**src/rtl/crlfsl_pkg.sv**
```systemverilog
// shared types, codes and status word tables for the crlf status line deframer
`default_nettype none

package crlfsl_pkg;

  localparam int LINE_LIMIT_DEF = 1024;
  localparam int WORD_LIMIT_DEF = 16;

  localparam int NUM_STAT = 9;
  localparam int LEN_W = 34;

  localparam logic [LEN_W-1:0] BODY_CAP_RST = 34'd67108864;

  // status codes
  localparam logic [3:0] ST_UNKNOWN = 4'd9;
  localparam logic [3:0] ST_FRAMING = 4'd10;

  // result kinds
  localparam logic KIND_REPORT = 1'b0;
  localparam logic KIND_BODY = 1'b1;

  // register index, taken from paddr[3]
  localparam logic REG_BODY_CAP = 1'b0;

  // special bytes
  localparam logic [7:0] CH_LF = 8'h0a;
  localparam logic [7:0] CH_CR = 8'h0d;
  localparam logic [7:0] CH_SP = 8'h20;
  localparam logic [7:0] CH_NUL = 8'h00;
  localparam logic [7:0] CH_0 = 8'h30;
  localparam logic [7:0] CH_9 = 8'h39;

  localparam logic [3:0] DIGITS_POISON = 4'd15;
  localparam logic [3:0] DIGITS_MAX = 4'd10;
  localparam logic [3:0] FWL_MAX = 4'd15;

  typedef enum logic [1:0] {
    BM_LINE,
    BM_PASS,
    BM_DROP
  } body_mode_t;

  // line report from the parser at the lf
  typedef struct packed {
    logic [3:0]       status;
    logic [4:0]       word_count;
    logic             has_body;
    logic [LEN_W-1:0] body_length;
  } line_rpt_t;

  // one result transaction
  typedef struct packed {
    logic             kind;
    logic [3:0]       status;
    logic [4:0]       word_count;
    logic             has_body;
    logic [LEN_W-1:0] body_length;
    logic             body_too_large;
    logic [7:0]       body_byte;
    logic             last;
  } result_t;

  // status word text, right aligned
  function automatic logic [71:0] stat_name(input logic [3:0] i);
    logic [71:0] s;
    case (i)
      4'd0:    s = 72'("si");
      4'd1:    s = 72'("keresebyr");
      4'd2:    s = 72'("sentyre");
      4'd3:    s = 72'("ezhazebyr");
      4'd4:    s = 72'("vazoj");
      4'd5:    s = 72'("ramuzhu");
      4'd6:    s = 72'("wuwoji");
      4'd7:    s = 72'("byr");
      4'd8:    s = 72'("koja");
      default: s = '0;
    endcase
    return s;
  endfunction

  function automatic logic [3:0] stat_len(input logic [3:0] i);
    logic [3:0] n;
    case (i)
      4'd0:    n = 4'd2;
      4'd1:    n = 4'd9;
      4'd2:    n = 4'd7;
      4'd3:    n = 4'd9;
      4'd4:    n = 4'd5;
      4'd5:    n = 4'd7;
      4'd6:    n = 4'd6;
      4'd7:    n = 4'd3;
      4'd8:    n = 4'd4;
      default: n = 4'd0;
    endcase
    return n;
  endfunction

  // candidates whose length equals the first word length
  function automatic logic [NUM_STAT-1:0] stat_len_mask(input logic [3:0] fwl);
    logic [NUM_STAT-1:0] m;
    for (int i = 0; i < NUM_STAT; i++) begin
      m[i] = stat_len(4'(i)) == fwl;
    end
    return m;
  endfunction

  // candidates whose character at position fwl equals b
  function automatic logic [NUM_STAT-1:0] stat_char_mask(input logic [3:0] fwl,
                                                         input logic [7:0] b);
    logic [NUM_STAT-1:0] m;
    logic [71:0]         nm;
    logic [3:0]          len;
    logic [3:0]          idx;
    for (int i = 0; i < NUM_STAT; i++) begin
      nm = stat_name(4'(i));
      len = stat_len(4'(i));
      idx = len - fwl - 4'd1;
      m[i] = (fwl < len) && (nm[{idx, 3'b000} +: 8] == b);
    end
    return m;
  endfunction

  function automatic logic [7:0] kyx_char(input logic [1:0] p);
    logic [7:0] c;
    case (p)
      2'd0:    c = "k";
      2'd1:    c = "y";
      2'd2:    c = "x";
      default: c = 8'h00;
    endcase
    return c;
  endfunction

endpackage

`default_nettype wire

```
**src/rtl/crlfsl_line.sv**
```systemverilog
// status line parser: per byte word, status and count tracking, report at the lf
`default_nettype none

module crlfsl_line #(
  parameter int LINE_LIMIT = crlfsl_pkg::LINE_LIMIT_DEF,
  parameter int WORD_LIMIT = crlfsl_pkg::WORD_LIMIT_DEF
) (
  input  wire logic                  clk,
  input  wire logic                  rst_n,
  input  wire logic                  step_en,
  input  wire logic [7:0]            rx_byte,
  output logic                       eol,
  output crlfsl_pkg::line_rpt_t      rpt
);

  localparam int LL_W = $clog2(LINE_LIMIT + 2);
  localparam int WS_W = $clog2(WORD_LIMIT + 1);

  typedef struct packed {
    logic [LL_W-1:0]                     len;
    logic                                cr;
    logic [WS_W-1:0]                     words;
    logic                                after_space;
    logic                                bad;
    logic [crlfsl_pkg::NUM_STAT-1:0]     cands;
    logic [3:0]                          fwl;
    logic [1:0]                          kyx_prog;
    logic                                kyx_dead;
    logic                                prior_kyx;
    logic [crlfsl_pkg::LEN_W-1:0]        cnt_val;
    logic [3:0]                          cnt_dig;
    logic                                cnt_ok;
    logic                                text_done;
  } line_t;

  localparam line_t LINE_CLR = '{
    len: '0, cr: 1'b0, words: '0, after_space: 1'b0, bad: 1'b0,
    cands: '1, fwl: '0, kyx_prog: '0, kyx_dead: 1'b0, prior_kyx: 1'b0,
    cnt_val: '0, cnt_dig: '0, cnt_ok: 1'b0, text_done: 1'b0
  };

  // one text byte into the word state
  function automatic line_t text_step(input line_t s, input logic [7:0] b);
    line_t           n;
    logic [WS_W-1:0] ws1;
    n = s;
    ws1 = (s.words == '0) ? WS_W'(1) : s.words;
    if (!(s.text_done || s.bad)) begin
      if (b == crlfsl_pkg::CH_NUL) begin
        n.text_done = 1'b1;
      end else begin
        n.words = ws1;
        if (b == crlfsl_pkg::CH_SP) begin
          if (s.after_space) begin
            n.bad = 1'b1;
          end else begin
            if (ws1 == WS_W'(1)) begin
              n.cands = s.cands & crlfsl_pkg::stat_len_mask(s.fwl);
            end
            n.prior_kyx = !s.kyx_dead && (s.kyx_prog == 2'd3);
            n.kyx_prog = '0;
            n.kyx_dead = 1'b0;
            n.cnt_val = '0;
            n.cnt_dig = '0;
            n.cnt_ok = 1'b0;
            if (ws1 >= WS_W'(WORD_LIMIT)) begin
              n.bad = 1'b1;
            end else begin
              n.words = ws1 + WS_W'(1);
            end
            n.after_space = 1'b1;
          end
        end else begin
          n.after_space = 1'b0;
          if (ws1 == WS_W'(1)) begin
            n.cands = s.cands & crlfsl_pkg::stat_char_mask(s.fwl, b);
            if (s.fwl < crlfsl_pkg::FWL_MAX) begin
              n.fwl = s.fwl + 4'd1;
            end
          end
          if (!s.kyx_dead) begin
            if (s.kyx_prog != 2'd3 && crlfsl_pkg::kyx_char(s.kyx_prog) == b) begin
              n.kyx_prog = s.kyx_prog + 2'd1;
            end else begin
              n.kyx_dead = 1'b1;
            end
          end
          if (s.cnt_dig != crlfsl_pkg::DIGITS_POISON) begin
            if (b < crlfsl_pkg::CH_0 || b > crlfsl_pkg::CH_9 ||
                (s.cnt_dig == 4'd1 && s.cnt_val == '0) ||
                s.cnt_dig >= crlfsl_pkg::DIGITS_MAX) begin
              n.cnt_dig = crlfsl_pkg::DIGITS_POISON;
              n.cnt_ok = 1'b0;
            end else begin
              // times ten by shift and add, wraps at 34 bits
              n.cnt_val = (s.cnt_val << 3) + (s.cnt_val << 1) +
                          crlfsl_pkg::LEN_W'(b - crlfsl_pkg::CH_0);
              n.cnt_dig = s.cnt_dig + 4'd1;
              n.cnt_ok = 1'b1;
            end
          end
        end
      end
    end
    return n;
  endfunction

  line_t s_r;
  line_t s_nxt;
  line_t s_cr;

  assign eol = step_en && (rx_byte == crlfsl_pkg::CH_LF);

  always_comb begin
    s_cr = s_r.cr ? text_step(s_r, crlfsl_pkg::CH_CR) : s_r;
    s_nxt = s_r;
    if (step_en) begin
      if (rx_byte == crlfsl_pkg::CH_LF) begin
        s_nxt = LINE_CLR;
      end else begin
        s_nxt = s_cr;
        if (s_r.len <= LL_W'(LINE_LIMIT)) begin
          s_nxt.len = s_r.len + LL_W'(1);
        end
        if (rx_byte == crlfsl_pkg::CH_CR) begin
          s_nxt.cr = 1'b1;
        end else begin
          s_nxt = text_step(s_nxt, rx_byte);
          s_nxt.cr = 1'b0;
        end
      end
    end
  end

  always_ff @(posedge clk) begin
    if (!rst_n) begin
      s_r <= LINE_CLR;
    end else begin
      s_r <= s_nxt;
    end
  end

  // report from the state held before the lf
  logic [LL_W-1:0]                 content;
  logic                            err;
  logic                            cnt_err;
  logic [crlfsl_pkg::NUM_STAT-1:0] cands_fin;
  logic [3:0]                      st;
  logic                            hb;

  always_comb begin
    content = s_r.cr ? (s_r.len - LL_W'(1)) : s_r.len;
    err = !s_r.cr || s_r.bad || (content > LL_W'(LINE_LIMIT - 1)) ||
          (s_r.words == '0) || s_r.after_space;
    cands_fin = (s_r.words == WS_W'(1)) ?
                (s_r.cands & crlfsl_pkg::stat_len_mask(s_r.fwl)) : s_r.cands;
    st = crlfsl_pkg::ST_UNKNOWN;
    for (int i = crlfsl_pkg::NUM_STAT - 1; i >= 0; i--) begin
      if (cands_fin[i]) begin
        st = 4'(i);
      end
    end
    hb = (s_r.words >= WS_W'(2)) && s_r.prior_kyx;
    cnt_err = hb && !s_r.cnt_ok;
    if (err || cnt_err) begin
      rpt = '0;
      rpt.status = crlfsl_pkg::ST_FRAMING;
    end else begin
      rpt.status = st;
      rpt.word_count = 5'(s_r.words);
      rpt.has_body = hb;
      rpt.body_length = hb ? s_r.cnt_val : '0;
    end
  end

endmodule

`default_nettype wire

```
**src/rtl/crlfsl_outq.sv**
```systemverilog
// two entry result queue that decouples the parser from the output stall
`default_nettype none

module crlfsl_outq (
  input  wire logic                clk,
  input  wire logic                rst_n,
  input  wire logic                push,
  input  wire crlfsl_pkg::result_t push_data,
  output logic                     full,
  output logic                     out_valid,
  input  wire logic                out_stall,
  output crlfsl_pkg::result_t      out_data
);

  crlfsl_pkg::result_t q0_r;
  crlfsl_pkg::result_t q1_r;
  logic [1:0]          cnt_r;
  logic [1:0]          cnt_nxt;
  logic                pop;

  assign out_valid = cnt_r != 2'd0;
  assign full = cnt_r == 2'd2;
  assign out_data = q0_r;
  assign pop = out_valid && !out_stall;

  assign cnt_nxt = cnt_r + {1'b0, push} - {1'b0, pop};

  always_ff @(posedge clk) begin
    if (!rst_n) begin
      cnt_r <= 2'd0;
    end else begin
      cnt_r <= cnt_nxt;
    end
  end

  always_ff @(posedge clk) begin
    if (pop) begin
      q0_r <= (cnt_r == 2'd2) ? q1_r : push_data;
      if (cnt_r == 2'd2 && push) begin
        q1_r <= push_data;
      end
    end else if (push) begin
      if (cnt_r == 2'd0) begin
        q0_r <= push_data;
      end else begin
        q1_r <= push_data;
      end
    end
  end

endmodule

`default_nettype wire

```
**src/rtl/crlf_status_line_body_deframer_unit.sv**
```systemverilog
// top level: crlf status line parser, body pass-through and body cap register
//
//   channel | ports                          | carries
//   --------+--------------------------------+------------------------------------
//   in      | in_valid / in_stall            | one received byte per transaction
//   out     | out_valid / out_stall          | line report at lf, or one body byte
//   cfg     | cfg_psel ... cfg_pready (apb)  | body_cap at byte address 0, 64 bit
//
// one byte is taken per cycle while in_stall is low; the parser state and the body counter settle
// in the cycle of acceptance and the result lands in a two entry output queue
// each result is registered in the output queue and is driven to the output from its head entry
// in_stall rises only when both queue entries hold results, so bytes that give
// no result and one waiting result never hold up the input
// rst_n is synchronous: line state cleared, line mode, body_cap 67108864
`default_nettype none

module crlf_status_line_body_deframer_unit #(
  parameter int LINE_LIMIT = crlfsl_pkg::LINE_LIMIT_DEF,
  parameter int WORD_LIMIT = crlfsl_pkg::WORD_LIMIT_DEF
) (
  input  wire logic        clk,
  input  wire logic        rst_n,

  input  wire logic        in_valid,
  output logic             in_stall,
  input  wire logic [7:0]  in_rx_byte,

  output logic             out_valid,
  input  wire logic        out_stall,
  output logic             out_kind,
  output logic [3:0]       out_status,
  output logic [4:0]       out_word_count,
  output logic             out_has_body,
  output logic [33:0]      out_body_length,
  output logic             out_body_too_large,
  output logic [7:0]       out_body_byte,
  output logic             out_last,

  input  wire logic        cfg_psel,
  input  wire logic        cfg_penable,
  input  wire logic        cfg_pwrite,
  input  wire logic [3:0]  cfg_paddr,
  input  wire logic [63:0] cfg_pwdata,
  output logic [63:0]      cfg_prdata,
  output logic             cfg_pready
);

  localparam int LEN_W = crlfsl_pkg::LEN_W;

  // configuration register
  logic [LEN_W-1:0] cap_r;
  logic             cfg_wr;

  assign cfg_pready = 1'b1;
  assign cfg_wr = cfg_psel && cfg_penable && cfg_pwrite && cfg_pready &&
                  (cfg_paddr[3] == crlfsl_pkg::REG_BODY_CAP);

  always_ff @(posedge clk) begin
    if (!rst_n) begin
      cap_r <= crlfsl_pkg::BODY_CAP_RST;
    end else if (cfg_wr) begin
      cap_r <= cfg_pwdata[LEN_W-1:0];
    end
  end

  always_comb begin
    case (cfg_paddr[3])
      crlfsl_pkg::REG_BODY_CAP: cfg_prdata = 64'(cap_r);
      default:                  cfg_prdata = '0;
    endcase
  end

  // input transaction and body mode
  logic                   acc;
  logic                   full;
  crlfsl_pkg::body_mode_t mode_r;
  crlfsl_pkg::body_mode_t mode_nxt;
  logic [LEN_W-1:0]       rem_r;
  logic [LEN_W-1:0]       rem_nxt;
  logic [LEN_W-1:0]       rem_dec;
  logic                   body_active;
  logic                   line_step;

  assign in_stall = full;
  assign acc = in_valid && !in_stall;

  // a body with nothing left counts as line mode
  assign body_active = (mode_r != crlfsl_pkg::BM_LINE) && (rem_r != '0);
  assign line_step = acc && !body_active;
  assign rem_dec = rem_r - LEN_W'(1);

  // line parser
  logic                  eol;
  crlfsl_pkg::line_rpt_t rpt;
  logic                  rpt_ok;
  logic                  too_large;

  crlfsl_line #(
    .LINE_LIMIT(LINE_LIMIT),
    .WORD_LIMIT(WORD_LIMIT)
  ) u_line (
    .clk     (clk),
    .rst_n   (rst_n),
    .step_en (line_step),
    .rx_byte (in_rx_byte),
    .eol     (eol),
    .rpt     (rpt)
  );

  assign rpt_ok = rpt.status != crlfsl_pkg::ST_FRAMING;
  assign too_large = rpt.has_body && (rpt.body_length > cap_r);

  // body mode next state
  always_comb begin
    mode_nxt = mode_r;
    rem_nxt = rem_r;
    if (acc) begin
      if (body_active) begin
        rem_nxt = rem_dec;
        if (rem_dec == '0) begin
          mode_nxt = crlfsl_pkg::BM_LINE;
        end
      end else begin
        mode_nxt = crlfsl_pkg::BM_LINE;
        // a good report with a nonzero body switches to body mode
        if (eol && rpt_ok && rpt.has_body && rpt.body_length != '0) begin
          mode_nxt = too_large ? crlfsl_pkg::BM_DROP : crlfsl_pkg::BM_PASS;
          rem_nxt = rpt.body_length;
        end
      end
    end
  end

  always_ff @(posedge clk) begin
    if (!rst_n) begin
      mode_r <= crlfsl_pkg::BM_LINE;
      rem_r <= '0;
    end else begin
      mode_r <= mode_nxt;
      rem_r <= rem_nxt;
    end
  end

  // result transaction: body byte in pass mode, report at the lf
  logic                push;
  crlfsl_pkg::result_t push_data;

  always_comb begin
    push = 1'b0;
    push_data = '0;
    if (body_active) begin
      push = acc && (mode_r == crlfsl_pkg::BM_PASS);
      push_data.kind = crlfsl_pkg::KIND_BODY;
      push_data.body_byte = in_rx_byte;
      push_data.last = rem_dec == '0;
    end else begin
      push = acc && eol;
      push_data.kind = crlfsl_pkg::KIND_REPORT;
      push_data.status = rpt.status;
      push_data.word_count = rpt.word_count;
      push_data.has_body = rpt.has_body;
      push_data.body_length = rpt.body_length;
      push_data.body_too_large = rpt_ok && too_large;
    end
  end

  crlfsl_pkg::result_t out_data;

  crlfsl_outq u_outq (
    .clk       (clk),
    .rst_n     (rst_n),
    .push      (push),
    .push_data (push_data),
    .full      (full),
    .out_valid (out_valid),
    .out_stall (out_stall),
    .out_data  (out_data)
  );

  assign out_kind = out_data.kind;
  assign out_status = out_data.status;
  assign out_word_count = out_data.word_count;
  assign out_has_body = out_data.has_body;
  assign out_body_length = out_data.body_length;
  assign out_body_too_large = out_data.body_too_large;
  assign out_body_byte = out_data.body_byte;
  assign out_last = out_data.last;

endmodule

`default_nettype wire
```
**config.mk**
```make
export PLATFORM = sky130hd
export DESIGN_NAME = crlf_status_line_body_deframer_unit
export DESIGN_NICKNAME = d
export VERILOG_FILES = /design/src/rtl/crlfsl_pkg.sv /design/src/rtl/crlfsl_line.sv /design/src/rtl/crlfsl_outq.sv /design/src/rtl/crlf_status_line_body_deframer_unit.sv
export SDC_FILE = /design/constraint.sdc
export NUM_CORES = 1
export LEC_CHECK = 0
export ABC_CLOCK_PERIOD_IN_PS = 5600
export CAP_MARGIN = 0
export CORE_MARGIN = 3
export CORE_UTILIZATION = 45
export DETAILED_ROUTE_END_ITERATION = 10
export DONT_BUFFER_PORTS = 1
export SETUP_SLACK_MARGIN = 0.5
export SKIP_CTS_REPAIR_TIMING = 1
export SLEW_MARGIN = 20
export SYNTH_ARGS = -nofsm -noshare
export SYNTH_HDL_FRONTEND = slang
export SYNTH_SLANG_ARGS = --single-unit
```
**constraint.sdc**
```tcl
create_clock -name clk -period 5.6 [get_ports clk]
set_input_delay 0 -clock clk [delete_from_list [all_inputs] [get_ports clk]]
set_output_delay 0 -clock clk [all_outputs]
set_load 0.1 [all_outputs]
```
Yosys cells after proc, flatten, opt, wreduce, memory -nomap -nowiden --
Cells that the tools add are included.
Operators by class: magnitude comparators 24, reduce and logical (&&, ||, !) cells 77, bitwise logic cells 5, shift-type cells 18, eq/ne operators 56, add/sub/neg operators 42, mux-type cells 278
Operator list (number):
- $mux W72 | 81
- $shiftx A72 B8 Y8 | 18
- $mux W4 | 123
- $mux W55 | 8
- $mux W64 | 3
- $mux W34 | 5
- $eq A8 B4 Y1 const B | 12
- $eq A8 B8 Y1 | 10
- $mux W39 | 2
- $mux W76 | 1
- $mux W8 | 9
- $add A34 B34 Y34 | 2
- $logic_not A34 Y1 | 2
- $reduce_bool A34 Y1 | 2
- $mux W63 | 1
- $lt A4 B4 Y1 | 14
- $sub A4 B1 Y4 const B | 14
- $sub A4 B4 Y4 | 14
- $mux W45 | 1
- $mux W9 | 5
- $mux W44 | 1
- $mux W43 | 1
- $pmux W7 S3 | 2
- $logic_and A1 B1 Y1 | 40
- 48 further kinds | 129
Word-level totals: input port bits 83, bits in registers 258, word-level logic and storage cells 534

Longest topological paths before layout --
Gate-level depths: netlist (run 1).
depth in word-level cells 36, gate-level depth with buffers 20, gate-level depth less buffers 17

Hierarchy --
A second synthesis (run 1) with hierarchy kept.
Unflattened totals: cells, all modules 2158, area, all modules 18980.7 sq um
Modules (own cells, without submodules):
- crlfsl_line | area an instance 8811.0 sq um, instances 1, cells each 1142, seq. area each 1521.5 sq um
- crlf_status_line_body_deframer_unit | area an instance 5806.8 sq um, instances 1, cells each 828, seq. area each 1401.3 sq um
- crlfsl_outq | area an instance 4362.9 sq um, instances 1, cells each 188, seq. area each 3343.2 sq um

Worst setup path after synthesis (run 1) --
Ideal clock, no wire load.
kind input -> register, from input port in_rx_byte[4], to register u_line.s_r[39] in the netlist's numbering, arrival time 5.519 ns, required time 5.478 ns, path buffers 0, cell stages on the path 12, slack -0.041 ns, library setup time 0.122 ns, cell sequence ha_1 nor3_1 fa_1 ha_1 a21oi_1 nand2_1 a221oi_1 o211ai_1 a221o_1 a41oi_1 mux2i_1 o21ai_0
On the way: word-level cells in the longest chain between the ends 11, elaborated cells between the ends (all ways) 18
RTL lines:
- from (decl) | line crlf_status_line_body_deframer_unit.sv:26 | input wire logic [7:0] in_rx_byte,
- branches (longest 10 deep; another with $add A34 B34 Y34)
- $mux W76 * | line crlfsl_line.sv:118 | if (rx_byte == crlfsl_pkg::CH_LF) begin
- to (signal assigned) | line crlfsl_line.sv:139 | s_r <= s_nxt;
- to (decl) | line crlfsl_line.sv:108 | line_t s_r;
Mark *: on every way between the ends. A chain may end at the register's enable or synchronous reset.

Worst setup path after layout (run 1) --
from register u_line.s_r[63] in the netlist's numbering, to register u_line.s_r[50] in the netlist's numbering
On the way: word-level cells in the longest chain between the ends 18, elaborated cells between the ends (all ways) 27
RTL lines:
- $logic_not A5 Y1 | line crlfsl_line.sv:47 | ws1 = (s.words == '0) ? WS_W'(1) : s.words;
- $mux W5 | line crlfsl_line.sv:47
- $eq A5 B1 Y1 | line crlfsl_line.sv:75 | if (ws1 == WS_W'(1)) begin
- $mux W13 | line crlfsl_line.sv:75
- $mux W16 | line crlfsl_line.sv:48 | if (!(s.text_done || s.bad)) begin
- $mux W64 * | line crlfsl_line.sv:115 | s_cr = s_r.cr ? text_step(s_r, crlfsl_pkg::CH_CR) : s_r;
- $sub A4 B4 Y4 | line crlfsl_pkg.sv:117 | idx = len - fwl - 4'd1;
- $sub A4 B1 Y4 | line crlfsl_pkg.sv:117
- [... 2 more ...]
- $logic_and A1 B1 Y1 | line crlfsl_pkg.sv:118 | m[i] = (fwl < len) && (nm[{idx, 3'b000} +: 8] == b);
- $and A9 B9 Y9 | line crlfsl_line.sv:76 | n.cands = s.cands & crlfsl_pkg::stat_char_mask(s.fwl, b);
- $mux W13 | line crlfsl_line.sv:75
- $mux W9 | line crlfsl_line.sv:53 | if (b == crlfsl_pkg::CH_SP) begin
- $mux W63 | line crlfsl_line.sv:49 | if (b == crlfsl_pkg::CH_NUL) begin
- $mux W64 | line crlfsl_line.sv:48
- $mux W64 * | line crlfsl_line.sv:125 | if (rx_byte == crlfsl_pkg::CH_CR) begin
- $mux W76 * | line crlfsl_line.sv:118
Every way passes the cells marked *; elsewhere a longest branch is shown, timed or not.

==> results.txt, run 1 <==
The startpoint identified for the worst register-to-register timing path is u_line.s_r[63]$_SDFFE_PN0P_. Total instance count after detailed placement: 2549. By area the synthesized netlist is led by sky130_fd_sc_hd__edfxtp_1, sky130_fd_sc_hd__dfxtp_1, sky130_fd_sc_hd__ha_1.

For the final routed database, the setup TNS stands at 0 ns. The tools report the master cell of the clock root buffer as sky130_fd_sc_hd__clkbuf_16. Counting every instance in the synthesized netlist gives 2110.

The slowest stage of the critical path belongs to the cell sky130_fd_sc_hd__or4_1. The port buffer count was 0; the number of flops mapped to enable cells by yosys was 110. The logs give 0.259 for the worst relative slew slack and 3735 for the fill cell total of the finished layout. For this run, the top clock speed supported by timing is 211 MHz. The initialized floorplan defines 73 standard-cell rows. The synthesized design contains 258 register bits.

After detailed routing, the number of vias per cell comes to 5.82. In this run the most critical hold path is launched from in_rx_byte[7]. Power spread over the standard cell area amounts to 266 nW/um2.

For the wire length of the first global-routing pass, the log shows 81.3 mm. The run gives 0.459 as the effective utilization at floorplan. The placed instances occupy a cell area of 18800 um2. The post-route fraction of the period consumed by the critical path came out at 0.845. The pre-CTS setup slack is 0.970 ns, and the area enclosed by the die boundary is 43400 um2.

The total routing resource utilization after global routing was 0.228. Library cell occupying the most area in the post-synthesis netlist: sky130_fd_sc_hd__edfxtp_1. Entering global routing, the biggest net connects 118 pins. The async set-reset flop share out of synthesis was 0.

STA classifies the critical path startpoint as a flip-flop. At the end of the flow, the number of nets in the layout was 2377. The worst hold slack was -0.0465 ns; the worst-case clock skew was 0.0245 ns.

From synthesis to final layout, the design area changed by 11.6%. The run gives 0.229 mV as the worst ir drop on vdd. The area of the core is 40100 um2.

The tools report the setup slack of the most critical reg-to-reg path as 0.87 ns. The mean cell area of the mapped netlist came out at 8.73 um2. The routed design has 53.6 mm of wire. CTS saw 258 sinks.

For this run the aggregate overflow at the end of global routing stands at 0. Summing every instance area after synthesis gives 18400 um2. The depth of the CTS H-tree was 1. The post-CTS clock slew at the launch and capture registers of the worst setup and hold paths works out to 0.07 ns. Setup repair after global routing left no endpoint under its margin. The final reports fail on negative hold slack.

For the pin with the worst max-slew slack, the measured transition is 1.11 ns. Leaving out filler cells and counting taps, the final layout contains 2683. Along the worst path, the maximum fanout reaches 15.

The area fraction of the dominant cell type after synthesis was 0.179. Setup slack on the critical path of the routed design comes to 0.867 ns. The initial antenna violation count is 1. The number of cells on the worst reg-to-reg path is 11. The worst setup path is of the reg -> reg kind. Launching element of the worst setup path: u_line.s_r[63]$_SDFFE_PN0P_.

The width of the chip is 208 um. Final period demand of the worst path: 4.73 ns. The logs give 37.2 mm for the sum of net half-perimeters after detailed placement and 0 for the number of failing setup endpoints in the final timing report.

In the routed design, unresolved DRC markers number 0. The sequential cell area fraction in the yosys report is 0.340, and the wire length per cell after detailed routing is 20.0 um. Summing all non-filler instances in the final layout gives an area of 20600 um2. Data arrives at the worst endpoint at 5.25 ns. No sink is reached through more buffers than the 3 on the longest clock path. The run finished, with violations left. The pre-antenna-repair detailed-routing pass consisted of 5 iterations. After the first detailed-routing iteration, the DRC count stood at 1143. The fraction of final layout cells with drive strength greater than 1 came out at 0.0922. The max-slew violation count is 0.

On the worst path, the slowest cell contributes a delay of 0.83 ns. Max-cap violations in this run came to 0. The vertical die dimension works out to 208 um. Share of the core filled with cells: 0.513. The count of nets left with antenna violations once routing finished came out at 0.

In the synthesized netlist the dominant register cell turns out to be sky130_fd_sc_hd__dfxtp_1. In this run, distinct cell masters in the synthesized netlist total 99. For this design the static power due to leakage is 8.14 nW. The required time of the critical path is 6.12 ns. For the final-report hold violation count, the log shows 12. The via count of the first global-routing pass is 14400, and the number of top-level design ports is 205.

Antenna cell count: 0. TritonCTS created 31 clock buffers. TritonCTS built the clock tree.

The critical path goes through or4_1, nor3_4, mux2_4, ha_1, ha_1, o31ai_1, o221ai_1, nor3b_1, nor3_1, o31ai_1, dlygate4sd3_1. Counting instances, the worst hold path has a depth of 5. The number of vias after detailed routing is 15600.

The type of the most critical hold path was in -> reg. The tools report the number of synthesis warnings as 0. STA classifies the critical path endpoint as a flip-flop.

Clock latency on the worst-skew pair, taken at its later pin, is 0.58 ns. At the end of routability-driven placement, the weighted congestion stood at 0.882.
-- sequential cells by signal, indices dropped and copies added, names as in the netlist --
name and cells:
mode_r 2, u_line.s_r 76, cap_r 34, u_outq.cnt_r 2
u_outq.q1_r 55, rem_r 34, u_outq.out_data 55
-- final cells by class --
cell class / instances / area, um2 / share of cell area
tap: 525 / 657 / 0.0320
sequential: 258 / 6270 / 0.305
timing repair buffer: 104 / 988 / 0.0481
clock buffer: 41 / 843 / 0.0410
inverter: 111 / 422 / 0.0205
clock inverter: 17 / 159 / 0.00773
multi-input combinational: 1627 / 11200 / 0.546
-- worst paths after layout --
path | endpoint
max | u_line.s_r[50]$_SDFFE_PN1P_
max reg2reg | u_line.s_r[50]$_SDFFE_PN1P_
min reg2reg | cap_r[14]$_SDFFE_PN0P_
min | u_line.s_r[55]$_SDFFE_PN1P_
-- critical path, delay by kind of cell (launching register included) --
| kind | cells | cell delay (ns) |
|---|---|---|
| flip-flops | 1 | 0.39 |
| buffers and inverters | 1 | 0.58 |
| multiplexers | 1 | 0.44 |
| AND/OR/NAND/NOR | 4 | 1.64 |
| adder cells (fa/ha/maj) | 2 | 0.82 |
| AO/OA/AOI/OAI | 3 | 0.81 |
-- metal layers --
layer,global-route usage,wire (um),up-vias
met2,0.337,23000,520
met5,0,0,-
li1,-,-,7523
met3,0.0463,4190,70
met1,0.344,25300,7514
met4,0.0493,1030,0
-- metrics by stage --
stage	total power [W]	hold WS (ns)
after floorplan	0.00328	0.138
after global placement	0.00342	0.110
after detailed placement	0.00344	0.113
after CTS	0.00543	-0.496
after global routing	0.00569	0.000372
final	0.00546	-0.0465
-- placed cells by master (no fill, tap or decap), drive strengths merged, types with 39 or more instances in the layout --
master	n
nor2b	53
nor2	163
clkbuf	41
dfxtp	148
xnor2	44
a21o	40
a21boi	63
a21oi	126
nand2	208
inv	111
dlygate4sd3	75
o21ai	134
nor3	54
edfxtp	110
mux2	42
and3	47
and2	63
ha	130
xor2	39
-- report_power, final --
part | leakage, nW | internal [W] | switching (W) | total (W)
combinational | 5.55 | 0.000369 | 0.000692 | 0.00106
clock | 0.483 | 0.00115 | 0.000833 | 0.00199
sequential | 2.11 | 0.00205 | 0.000360 | 0.00241
-- cells in the mapped netlist (46+ instances only) --
cell,instances
sky130_fd_sc_hd__o21ai_0,128
sky130_fd_sc_hd__a21boi_0,58
sky130_fd_sc_hd__edfxtp_1,110
sky130_fd_sc_hd__nand2_1,207
sky130_fd_sc_hd__nor2_1,161
sky130_fd_sc_hd__ha_1,130
sky130_fd_sc_hd__a21oi_1,125
sky130_fd_sc_hd__and2_1,59
sky130_fd_sc_hd__nor3_1,49
sky130_fd_sc_hd__clkbuf_1,78
sky130_fd_sc_hd__and3_1,46
sky130_fd_sc_hd__nor2b_1,52
sky130_fd_sc_hd__inv_1,107
sky130_fd_sc_hd__dfxtp_1,148
-- cells by family (layout without fill, tap and decap cells) --
logic type / Yosys count / after routing / share of synthesized area
flip-flops: 258 / 258 / 0.340
other: 2 / 31 / 0.000408
XOR/XNOR: 83 / 83 / 0.0413
buffers and inverters: 254 / 273 / 0.0625
AO/OA/AOI/OAI: 535 / 535 / 0.188
AND/OR/NAND/NOR: 768 / 768 / 0.216
adder cells (fa/ha/maj): 161 / 161 / 0.122
multiplexers: 49 / 49 / 0.0297
No activity file was read; power rests on OpenSTA's default activity.
==> run 2: changes to the inputs <==
Settings changed: ABC_CLOCK_PERIOD_IN_PS 5600 to 4630.
Clock period 5.6 ns to 4.63 ns, I/O delays scaled along.
==> run 2 against run 1 <==
- register-to-register slack lost 0.23 ns
- the flow still finishes with violations (negative hold slack)
- critical path depth grew 5
- sequential cell count is the same
==> results.txt, run 2 (synthesized netlist as in run 1, its figures left out) <==
The run gives 1 as the initial antenna violation count. The first global-routing pass estimated 82.0 mm of wire. TritonCTS built the clock tree. After clock tree synthesis, the clock-pin slew on the worst setup and hold paths is 0.06 ns. The total routing resource utilization after global routing is 0.231.

With fillers left out, the area of the finished cells amounts to 20900 um2. In the layout the commonest cells are sky130_fd_sc_hd__nand2_1, sky130_fd_sc_hd__dfxtp_1, sky130_fd_sc_hd__ha_1. The transition time of the tightest slew-check pin was 1.10 ns; the max-slew violation count was 0. The area of the core is 40100 um2. The worst hold path was traced through 4 stages.

The net count of the finished layout is 2395. The number of antenna diodes in the final layout is 0. The number of CTS-inserted buffers is 30.

Once placement finished, the instance area stood at 18900 um2. For the aggregate global routing overflow, the log shows 0. The worst hold slack was -0.0327 ns. Leaving out fill and tap cells, the most frequent cell in the layout is sky130_fd_sc_hd__nand2_1.

The sum of net half-perimeters after detailed placement was 37.9 mm; the area added between synthesis and finish was 13.5%. The tools report the via count of the first global-routing pass as 14400. Setup total negative slack on the finished layout was measured at 0 ns. Remaining design rule violation count: 0. Clock tree buffer depth: 3. The average via count per standard cell came out at 5.86. For the finished layout, the period the worst path requires is 3.99 ns. Clock tree synthesis selected as its root buffer the cell sky130_fd_sc_hd__clkbuf_16. The flow ran to the end, but the final reports show violations.

Clock latency on the worst-skew pair, taken at its later pin, is 0.59 ns. At the end of routability-driven placement, the weighted congestion stood at 0.882. The depth of the CTS H-tree was 1; the port buffer count was 0. The TritonCTS sink count was 258.

Counting flops per register, the top entry is u_line.s_r. VDD sags by at most 0.288 mV. The logs give 0.267 for the worst relative slew slack and 4.97 ns for the required time of the critical path. The width of the chip came out at 208 um. In this run the remaining antenna-violating nets after routing total 0. By startpoint and endpoint, the worst setup path is classified as reg -> reg. Entering global routing, the biggest net connects 118 pins.

The final-report hold violation count was 25; the effective utilization at floorplan was 0.459. Total wirelength of the detailed-routed design: 54.2 mm. The post-route fraction of the period consumed by the critical path is 0.861, and the number of failing setup endpoints in the final timing report is 0.

Measured along the y axis, the die boundary spans 208 um. The maximum fanout count along the critical path is 8, and the number of flip-flops under the largest register name is 76. Before antenna repair, the detailed router went through 5 iterations.

The run gives 251 MHz as the maximum clock frequency. The checks that failed: negative hold slack. The routed layout has 15800 vias. The logs give 4.33 ns for the data arrival time of the critical path and 73 for the count of standard-cell rows. 205 I/O pins were placed. Setup repair after global routing could not meet its margin everywhere.

For the leakage power, the log shows 8.29 nW. The fraction of final layout cells with drive strength greater than 1 was 0.112. Type of the most critical hold path: in -> reg. The first routing iteration left 1385 violations. The clock arrives with 0.0165 ns of skew. The worst setup path is launched from a flip-flop. Across the run, the number of max-cap violations was 0. The wire length per cell after detailed routing was 20.1 um; the number of cells on the worst reg-to-reg path was 16.

The cell area power density was 324 nW/um2. The run gives 43400 um2 as the area enclosed by the die boundary. The element type at the critical path end is a flip-flop.
## run 2: power breakdown
| group | internal (W) | switching, W |
|---|---|---|
| combinational | 0.000481 | 0.000847 |
| clock | 0.00152 | 0.00101 |
| sequential | 0.00248 | 0.000437 |
## run 2: critical path, stage by stage, from the launching register on
cell                        delay, ns
sky130_fd_sc_hd__dfxtp_4         0.37
sky130_fd_sc_hd__or4_4           0.58
sky130_fd_sc_hd__nand3b_1        0.16
sky130_fd_sc_hd__o2111ai_4       0.17
sky130_fd_sc_hd__nor3_4          0.30
sky130_fd_sc_hd__buf_4           0.18
sky130_fd_sc_hd__clkbuf_16       0.14
sky130_fd_sc_hd__and2_1          0.12
sky130_fd_sc_hd__ha_1            0.24
sky130_fd_sc_hd__a21o_1          0.17
sky130_fd_sc_hd__a21o_1          0.19
sky130_fd_sc_hd__a21oi_2         0.13
sky130_fd_sc_hd__nor3_1          0.09
sky130_fd_sc_hd__o41ai_2         0.44
sky130_fd_sc_hd__a21oi_2         0.09
sky130_fd_sc_hd__buf_4           0.17
sky130_fd_sc_hd__a31o_2          0.20
## run 2: per-layer routing
metal  wire length (um)  up-vias  track usage
met2              23100      583        0.338
li1                   -     7562            -
met1              25600     7595        0.351
met3               4400       79       0.0446
met5                  0        -            0
met4               1140        0       0.0493
## run 2: final timing paths
check / to / slack [ns] / startpoint
max: u_outq.out_data[9]$_DFFE_PP_ / 0.64 / u_line.s_r[63]$_SDFFE_PN0P_
min reg2reg: cap_r[10]$_SDFFE_PN0P_ / 0.46 / cap_r[10]$_SDFFE_PN0P_
max reg2reg: u_outq.out_data[9]$_DFFE_PP_ / 0.64 / u_line.s_r[63]$_SDFFE_PN0P_
min: cap_r[10]$_SDFFE_PN0P_ / -0.03 / cfg_penable
## run 2: metrics by stage
stage                     hold slack, ns  utilization  worst slack [ns]  cells  total power [W]
after floorplan                    0.138            -             0.532   2139          0.00397
after global placement             0.114        0.472             0.413   2566          0.00417
after detailed placement           0.112        0.472             0.332   2566          0.00419
after CTS                         -0.505        0.499             0.309   2622          0.00673
after global routing             0.00218        0.522             0.455   2700          0.00705
final                            -0.0327        0.522             0.642   2700          0.00678
## run 2: area by class of cell
class / count / area [um2]
clock buffers: 39 / 815
flip-flops and latches: 258 / 6270
clock inverters: 17 / 244
well taps: 525 / 657
repair buffers: 123 / 1190
multi-input cells: 1627 / 11300
fillers: 3659 / 19200
inverters: 111 / 422
